--- config.mk ---
export PLATFORM = sky130hd
export DESIGN_NAME = insertion_sorter_unit_flat
export DESIGN_NICKNAME = d
export VERILOG_FILES = /design/src/sv/isu_pkg.sv /design/src/sv/isu_ifs.sv /design/src/sv/isu_cell.sv /design/src/sv/insertion_sorter_unit.sv /design/src/flat_wrapper.sv
export SDC_FILE = /design/constraint.sdc
export NUM_CORES = 2
export LEC_CHECK = 0
export ABC_AREA = 1
export BUFFER_PORTS_ARGS = -buffer_cell sky130_fd_sc_hd__buf_2
export CAP_MARGIN = 25
export CORE_MARGIN = 1.5
export CORE_UTILIZATION = 55
export CTS_CLUSTER_DIAMETER = 120
export DETAILED_ROUTE_END_ITERATION = 16
export PLACE_DENSITY = 0.7
export RECOVER_POWER = 50
export SLEW_MARGIN = 25
export SYNTH_ARGS = -nofsm -noshare
export SYNTH_HDL_FRONTEND = slang
export SYNTH_SLANG_ARGS = --single-unit
--- constraint.sdc ---
create_clock -name clk -period 5.9 [get_ports clk]
set_input_delay 1.18 -clock clk [delete_from_list [all_inputs] [get_ports clk]]
set_output_delay 1.18 -clock clk [all_outputs]
set_load 0.02 [all_outputs]
--- src/sv/isu_pkg.sv ---
`timescale 1ns / 1ps

package isu_pkg;

	localparam int MAX_ITEMS = 32;
	localparam int VALUE_W = 32;

	typedef enum logic [1:0] {
		CELL_HOLD   = 2'd0,
		CELL_INSERT = 2'd1,
		CELL_SHIFT  = 2'd2
	} cell_mode_t;

	typedef enum logic [1:0] {
		ST_IDLE = 2'b01,
		ST_EMIT = 2'b10
	} state_t;

	typedef struct packed {
		cell_mode_t          mode;
		logic [VALUE_W-1:0]  new_value;
	} cell_ctrl_t;

endpackage

--- src/sv/isu_ifs.sv ---
`timescale 1ns / 1ps

interface isu_in_if;
	logic                        valid;
	logic                        ready;
	logic [isu_pkg::VALUE_W-1:0] value;
	logic                        last_item;

	modport source (output valid, output value, output last_item, input ready);
	modport sink (input valid, input value, input last_item, output ready);
endinterface

interface isu_out_if;
	logic                        valid;
	logic                        ready;
	logic [isu_pkg::VALUE_W-1:0] sorted_value;
	logic                        end_of_set;
	logic                        overflowed;

	modport source (output valid, output sorted_value, output end_of_set,
		output overflowed, input ready);
	modport sink (input valid, input sorted_value, input end_of_set,
		input overflowed, output ready);
endinterface

--- src/sv/isu_cell.sv ---
`timescale 1ns / 1ps

module isu_cell (
	input  logic                        clk,
	input  isu_pkg::cell_ctrl_t         ctrl,
	input  logic                        occupied,
	input  logic                        left_gt,
	input  logic [isu_pkg::VALUE_W-1:0] left_value,
	input  logic [isu_pkg::VALUE_W-1:0] right_value,
	output logic                        gt,
	output logic [isu_pkg::VALUE_W-1:0] value
);

	logic [isu_pkg::VALUE_W-1:0] value_q;

	// An empty cell acts as if it held a value above every input.
	assign gt = !occupied || ($signed(value_q) > $signed(ctrl.new_value));
	assign value = value_q;

	always_ff @(posedge clk) begin
		unique case (ctrl.mode)
			isu_pkg::CELL_INSERT: begin
				if (gt) begin
					value_q <= left_gt ? left_value : ctrl.new_value;
				end
			end
			isu_pkg::CELL_SHIFT: begin
				value_q <= right_value;
			end
			default: begin
				value_q <= value_q;
			end
		endcase
	end

endmodule

--- src/sv/insertion_sorter_unit.sv ---
`timescale 1ns / 1ps

// Streaming insertion sorter for signed 32-bit values. Each accepted item is
// placed into a chain of MAX_ITEMS compare-and-shift cells, unless it is full,
// after any stored values equal to it, so an item is accepted every cycle
// while a set is being collected. The item flagged last_item is inserted and
// then starts the read-out: the chain shifts toward its head one position per
// cycle, giving one sorted item per cycle when the sink is ready, with
// end_of_set on the final one and overflowed on every item of a set that lost
// values to a full chain. No input is accepted during the read-out; input
// resumes as soon as the final item sits in the output register.

module insertion_sorter_unit #(
	parameter int MAX_ITEMS = isu_pkg::MAX_ITEMS
) (
	input  logic              clk,
	input  logic              arst_n,
	isu_in_if.sink            in_ch,
	isu_out_if.source         out_ch
);

	localparam int CNT_W = $clog2(MAX_ITEMS + 1);

	isu_pkg::state_t             state_q;
	logic [CNT_W-1:0]            count_q;
	logic                        dropped_q;
	logic                        out_valid_q;
	logic [isu_pkg::VALUE_W-1:0] out_value_q;
	logic                        out_end_q;
	logic                        out_ovf_q;

	logic                        accept;
	logic                        load;
	logic                        full;
	isu_pkg::cell_ctrl_t         ctrl;

	logic [isu_pkg::VALUE_W-1:0] cell_value [MAX_ITEMS];
	logic                        cell_gt    [MAX_ITEMS];

	assign in_ch.ready = (state_q == isu_pkg::ST_IDLE);
	assign accept = in_ch.valid && in_ch.ready;
	assign full = (count_q == CNT_W'(MAX_ITEMS));
	assign load = (state_q == isu_pkg::ST_EMIT) && (!out_valid_q || out_ch.ready);

	always_comb begin
		ctrl.new_value = in_ch.value;
		if (accept && !full) begin
			ctrl.mode = isu_pkg::CELL_INSERT;
		end else if (load) begin
			ctrl.mode = isu_pkg::CELL_SHIFT;
		end else begin
			ctrl.mode = isu_pkg::CELL_HOLD;
		end
	end

	for (genvar i = 0; i < MAX_ITEMS; i++) begin : g_cell
		logic                        left_gt;
		logic [isu_pkg::VALUE_W-1:0] left_value;
		logic [isu_pkg::VALUE_W-1:0] right_value;

		if (i == 0) begin : g_head
			assign left_gt = 1'b0;
			assign left_value = in_ch.value;
		end else begin : g_body
			assign left_gt = cell_gt[i-1];
			assign left_value = cell_value[i-1];
		end

		if (i == MAX_ITEMS - 1) begin : g_tail
			assign right_value = cell_value[i];
		end else begin : g_inner
			assign right_value = cell_value[i+1];
		end

		isu_cell u_cell (
			.clk         (clk),
			.ctrl        (ctrl),
			.occupied    (CNT_W'(i) < count_q),
			.left_gt     (left_gt),
			.left_value  (left_value),
			.right_value (right_value),
			.gt          (cell_gt[i]),
			.value       (cell_value[i])
		);
	end

	always_ff @(posedge clk or negedge arst_n) begin
		if (!arst_n) begin
			state_q <= isu_pkg::ST_IDLE;
			count_q <= '0;
			dropped_q <= 1'b0;
			out_valid_q <= 1'b0;
		end else begin
			if (accept) begin
				if (full) begin
					dropped_q <= 1'b1;
				end else begin
					count_q <= count_q + CNT_W'(1);
				end
				if (in_ch.last_item) begin
					state_q <= isu_pkg::ST_EMIT;
				end
			end
			if (load) begin
				count_q <= count_q - CNT_W'(1);
				if (count_q == CNT_W'(1)) begin
					state_q <= isu_pkg::ST_IDLE;
					dropped_q <= 1'b0;
				end
			end
			if (load) begin
				out_valid_q <= 1'b1;
			end else if (out_ch.ready) begin
				out_valid_q <= 1'b0;
			end
		end
	end

	always_ff @(posedge clk) begin
		if (load) begin
			out_value_q <= cell_value[0];
			out_end_q <= (count_q == CNT_W'(1));
			out_ovf_q <= dropped_q;
		end
	end

	assign out_ch.valid = out_valid_q;
	assign out_ch.sorted_value = out_value_q;
	assign out_ch.end_of_set = out_end_q;
	assign out_ch.overflowed = out_ovf_q;

endmodule
--- src/flat_wrapper.sv ---
// flat-port wrapper written by rule: the top's interface ports become plain ports
module insertion_sorter_unit_flat 
#(
	parameter int MAX_ITEMS = isu_pkg::MAX_ITEMS
)
  (clk, arst_n, in_ch_valid, in_ch_value, in_ch_last_item, in_ch_ready, out_ch_valid, out_ch_sorted_value, out_ch_end_of_set, out_ch_overflowed, out_ch_ready);
  isu_in_if in_ch_i ();
  isu_out_if out_ch_i ();
  input  logic clk;
  input  logic arst_n;
  input wire logic [$bits(in_ch_i.valid)-1:0] in_ch_valid;
  input wire logic [$bits(in_ch_i.value)-1:0] in_ch_value;
  input wire logic [$bits(in_ch_i.last_item)-1:0] in_ch_last_item;
  output wire logic [$bits(in_ch_i.ready)-1:0] in_ch_ready;
  output wire logic [$bits(out_ch_i.valid)-1:0] out_ch_valid;
  output wire logic [$bits(out_ch_i.sorted_value)-1:0] out_ch_sorted_value;
  output wire logic [$bits(out_ch_i.end_of_set)-1:0] out_ch_end_of_set;
  output wire logic [$bits(out_ch_i.overflowed)-1:0] out_ch_overflowed;
  input wire logic [$bits(out_ch_i.ready)-1:0] out_ch_ready;
  assign in_ch_i.valid = in_ch_valid;
  assign in_ch_i.value = in_ch_value;
  assign in_ch_i.last_item = in_ch_last_item;
  assign in_ch_ready = in_ch_i.ready;
  assign out_ch_valid = out_ch_i.valid;
  assign out_ch_sorted_value = out_ch_i.sorted_value;
  assign out_ch_end_of_set = out_ch_i.end_of_set;
  assign out_ch_overflowed = out_ch_i.overflowed;
  assign out_ch_i.ready = out_ch_ready;
  insertion_sorter_unit #(.MAX_ITEMS(MAX_ITEMS)) u_core (.clk(clk), .arst_n(arst_n), .in_ch(in_ch_i), .out_ch(out_ch_i));
endmodule
Word level (Yosys, flattened, before mapping)
Index checks and enable logic that the tools add are counted.
{ "classes": {"add_sub_neg": 2, "multipliers": 0, "n_div": 0, "order_cmp": 64, "eq_ne": 38, "shift": 0, "muxes": 108, "n_bitwise": 0, "n_reduce_logical": 106} }
{ "op_table": {"columns": ["operator", "count"], "rows": [
  ["$mux W32", 62],
  ["$pmux W32 S2", 31],
  ["$gt A32 B32 Y1", 32],
  ["$lt A5 B6 Y1 const A", 16],
  ["$reduce_and A2 Y1", 33],
  ["$ne A2 B2 Y1 const B", 31],
  ["$lt A4 B6 Y1 const A", 8],
  ["$logic_not A1 Y1", 34],
  ["$logic_or A1 B1 Y1", 33],
  ["$lt A3 B6 Y1 const A", 4],
  ["$mux W6", 3],
  ["$lt A1 B6 Y1 const A", 2],
  ["$lt A2 B6 Y1 const A", 2],
  ["$mux W2", 6],
  ["$add A6 B1 Y6 const B", 1],
  ["$eq A6 B1 Y1 const B", 1],
  ["$eq A6 B6 Y1 const B", 1],
  ["$mux W1", 6],
  ["$reduce_bool A2 Y1", 3],
  ["$sub A6 B1 Y6 const B", 1],
  ["$eq A2 B1 Y1 const B", 2],
  ["$eq A2 B2 Y1 const B", 2],
  ["$logic_and A1 B1 Y1", 3],
  ["$ne A2 B1 Y1 const B", 1]
]} }
{ "totals": {"register_bits": 1068, "latchBits": 0, "ramBits": 0, "mem_bits_ro": 0, "wordCells": 357, "memories": 0} }

Depth between registers and ports, before layout
{ "depth": {"ltp_word": 8, "ltp_mapped": 21} }

Modules after synthesis
A second synthesis with hierarchy kept.
{ "hier_totals": {"hier_cells": 9586, "area_unflattened_um2": 82982.1} }
{ "modules_own_cells": {"columns": ["mod", "n_inst", "cells_each", "area_per_inst_um2", "seq_area_each_um2"], "rows": [
  ["isu_cell at u_core.g_cell[0].u_cell ...", 31, 294, 2532.4, 960.9],
  ["isu_cell at u_core.g_cell[21].u_cell", 1, 294, 2543.7, 960.9],
  ["insertion_sorter_unit", 1, 178, 1933.1, 1272.5]
]} }

Worst setup path before layout
Ideal clock, no wire load.
{ "synth_timing": {"kind": "input -> register", "startpoint": "input port in_ch_value[29]", "endpoint": "register u_core.g_cell[31].u_cell.value_q, in the netlist u_core.g_cell[31].u_cell.value[0], enable pin", "setup_time_ns": 0.470, "arrival_ns": 5.798, "slack_ns": -0.368, "cell_stages": 12, "cell_sequence": "inv_1 -> clkbuf_1 -> ha_1 -> a21oi_1 -> nor2_1 -> a211oi_1 -> o21ai_0 -> nor2_1 -> nand3b_1 -> nand2_1 -> nand2_1 -> a21boi_0"} }
{ "synth_via": {"elab_chain_cells": 3} }
{ "synth_rtl": {"columns": ["item", "line", "text"], "rows": [
  ["from (decl)", "flat_wrapper.sv:12", "input wire logic [$bits(in_ch_i.value)-1:0] in_ch_value;"],
  ["$gt A32 B32 Y1", "isu_cell.sv:17", "assign gt = !occupied || ($signed(value_q) > $signed(ctrl.new_value));"],
  ["$logic_or A1 B1 Y1", "isu_cell.sv:17", null],
  ["$reduce_and A2 Y1 (no line)", null, null],
  ["to (signal assigned)", "isu_cell.sv:24", "value_q <= left_gt ? left_value : ctrl.new_value;"],
  ["to (signal assigned)", "isu_cell.sv:28", "value_q <= right_value;"],
  ["to (signal assigned)", "isu_cell.sv:31", "value_q <= value_q;"],
  ["to (decl)", "isu_cell.sv:14", "logic [isu_pkg::VALUE_W-1:0] value_q;"]
]} }
No other way between the ends.
A chain may end at the register's enable or synchronous reset.

Worst setup path in the final report
{ "layout_timing": {"startpoint": "input port in_ch_value[9]", "endpoint": "register u_core.g_cell[2].u_cell.value_q, in the netlist u_core.g_cell[2].u_cell.value[13], enable pin"} }
{ "layout_via": {"elab_chain_cells": 4} }
{ "layout_rtl": {"columns": ["item", "line"], "rows": [
  ["$gt A32 B32 Y1", "isu_cell.sv:17"],
  ["$logic_or A1 B1 Y1", "isu_cell.sv:17"],
  ["$ne A2 B2 Y1 (no line)", null],
  ["$reduce_and A2 Y1 (no line)", null],
  ["to (signal assigned)", "isu_cell.sv:24"],
  ["to (signal assigned)", "isu_cell.sv:28"],
  ["to (signal assigned)", "isu_cell.sv:31"],
  ["to (decl)", "isu_cell.sv:14"]
]} }
No other way between the ends.

==> metrics.md <==
| Metric | Value |
|---|---|
| Number of flops mapped to enable cells by yosys | `1058` |
| Wirelength per Cell | `22.3 µm` |
| Layout fillers | `roughly 14000` |
| Yosys reg bits | `1068` |
| Max-Cap Viols | `12` |
| Final hold viol count | `0` |
| Setup crit end kind | `flop` |
| Clk_skew | `roughly 31 ps` |
| Yosys cell types | `between 40 and 50` |
| Core ar. | `152000 µm²` |
| Synthesis warning total | `0` |
| Register area share after synthesis | `between 30% and 40%` |
| Tmin final | `5190 ps` |
| Final setup vio count | `0` |
| Area grow syn2layout | `8.44%` |
| M1 GR Usage | `around 52%` |
| TritonCTS clock tree | `done` |
| Slew @ Worst Pin | `2190 ps` |
| Die area | `156000 µm²` |
| Gpl congestion | `0.972` |
| Post-cts resize count | `0` |
| Layout cells sized above 1 | `under 10%` |
| Syn_area_per_cell | `7.45 µm²` |
| Cells after Synth | `11300` |
| Fin crit share | `88.1%` |
| Failing checks | `capacitance limit, slew limit` |
| Synth Flop Type | `edfxtp_1` |
| Tightest Hold Check Type | `reg -> reg` |
| RSZ-0062 raised after global routing | `false` |
| Max Fclk | `192 MHz` |
| CTS root buf | `clkbuf_16` |
| Yosys top cell by area | `edfxtp_1` |
| Most frequent cell after synthesis | `nand2_1` |
| Max FO, Critical Path | `31` |
| Site Rows | `143` |
| Hold buffer count at CTS | `0` |
| Setup crit start kind | `input port` |
| Mapped Area | `84400 µm²` |
| Total grt overflow | `0` |
| Pins Over Slew Limit | `463` |
| Vias | `between 80000 and 90000` |
| Initial Util | `55.5%` |
| Net count, final | `12300` |
| First-pass GRT wire length | `456000 µm` |
| H-tree lvl count | `4` |
| Post-route setup TNS | `0 ps` |
| Clock transition at path regs | `roughly 50 ps` |
| Status | `complete, but fails checks` |
| Met3 usage | `8.39%` |
| Crit path arrival time | `between 5000 and 6000 ps` |
| CTS Buf Count | `134` |
| Postcts setup bufs | `0` |
| Vias in the first global route | `roughly 77000` |
| Largest net degree at the start of global routing | `between 150 and 200` |
| Syn_nets | `roughly 12000` |
| Area contributors post-synth | `edfxtp_1, nand2_1, ha_1` |
| Post-DRT Antenna Nets | `0` |
| WS Path Type | `in -> reg` |
| Most frequent cells after synthesis | `nand2_1, nand3_1, inv_1` |
| Slew HR | `-46.2%` |
| GR Util met2 | `56.1%` |
| GRT Resource Usage Total | `37.5%` |
| Port Buffers | `between 70 and 80` |
| Async set-reset flop share out of synthesis | `0.936%` |
| Via density per instance | `between 6 and 7` |
| Busiest grt layer | `met2` |
| Total wire length | `298000 µm` |
| 1st-iter DRT viols | `10200` |
| Worst-Skew Late Latency | `800 ps` |
| Initial antenna violation count | `8` |
| Die Wd | `395 µm` |
| Vert. Die Dim | `around 390 µm` |
| IO Pins | `73` |
| Pre-Repair DR Iteration Count | `8` |
| Clock tree buffer depth | `3` |
| WP data required | `6380 ps` |
| Proportion of netlist area held by the largest area contributor | `37.6%` |
| # DRC | `0` |
| DP HPWL | `214000 µm` |
| CTS sink cnt | `1068` |
-- per-layer routing --
layer	vias up	share of wire, %
li1	37300	-
met1	38000	41
met2	4769	43
met3	869	12
met4	4	4.8
met5	-	0.0084
-- path summary, 6_finish.rpt --
kind / startpoint / end / slack (ps) / depth (start not counted)
max: in_ch_value[9] / u_core.g_cell[2].u_cell.value[13] / 710 / 16
min: u_core.dropped_q / u_core.out_ch.overflowed / 450 / 0
max reg2reg: u_core.count_q[1] / u_core.g_cell[29].u_cell.value[9] / 750 / 11
min reg2reg: u_core.dropped_q / u_core.out_ch.overflowed / 450 / 0
max in group asynchronous: arst_n / u_core.count_q[3] / 4830 / 1
min in group asynchronous: arst_n / u_core.out_ch.valid / 490 / 1
-- worst max-delay path: stages --
cell,delay (ps)
clkbuf_1,150
clkinv_2,560
buf_12,420
ha_1,380
nand2_1,70
nand2_1,50
nand3_1,60
nand2_1,60
a21oi_1,310
nand2_1,180
nand2_1,120
nand3_1,80
nand2_1,80
nand2_1,320
a31oi_1,1270
buf_12,290
-- flip-flops by register name, summed over array words and instances (netlist names) --
name                        flops
u_core.out_ch.valid             1
u_core.out_ch.sorted_value     32
u_core.g_cell.u_cell.value   1024
u_core.state_q                  2
u_core.count_q                  6
u_core.out_ch.overflowed        1
u_core.out_ch.end_of_set        1
u_core.dropped_q                1
-- layout by cell type, fill, tap and decap left out, types with 13 or more instances in the layout --
master,n
a21o_1,18
nand2_2,19
nand3_2,15
buf_12,44
edfxtp_1,1058
buf_4,186
nor4_2,14
inv_1,1220
buf_2,33
clkinv_1,22
o21a_1,49
nor2_1,303
inv_2,13
clkbuf_1,94
nand2_1,4126
nor3_1,24
a21oi_1,467
o21ai_0,142
a31oi_4,23
nand3_1,2034
ha_1,1027
clkinv_2,46
clkbuf_16,137
nand4_1,77
-- through the flow --
stage,util (%),std cells,cell area (µm²),hold slack [ps],worst slack [ps]
finish,60.1,13300,91600,452,705
global route,60.1,13300,91500,463,587
CTS,60.3,13300,91900,261,1330
detailed placement,57.5,13100,87600,433,541
global placement,57.5,13100,87600,441,540
floorplan,-,11300,84400,426,148
-- cell families (layout without fill, tap and decap cells) --
group / Yosys count / count (layout) / share of synthesized area, %
buf+inv: 1877 / 1837 / 8.97
compound gates: 732 / 732 / 4.65
flops: 1068 / 1068 / 37.9
simple gates: 6627 / 6627 / 33.2
xor+xnor: 5 / 5 / 0.0519
fa+ha+maj: 1027 / 1027 / 15.2
other cells: 0 / 7 / 0
-- area by class of cell --
class,instances,area [µm²],area share [%]
multi-input cells,8391,45200,49.4
flip-flops and latches,1068,32000,35.0
inverters,1270,4810,5.26
clock buffers,180,3640,3.98
repair buffers,330,2710,2.96
well taps,2030,2540,2.77
clock inverters,57,616,0.672
diodes,7,17.5,0.0191
Power is not shown: default switching activity piles up to over one toggle a cycle in this logic, so the estimate is an artifact.
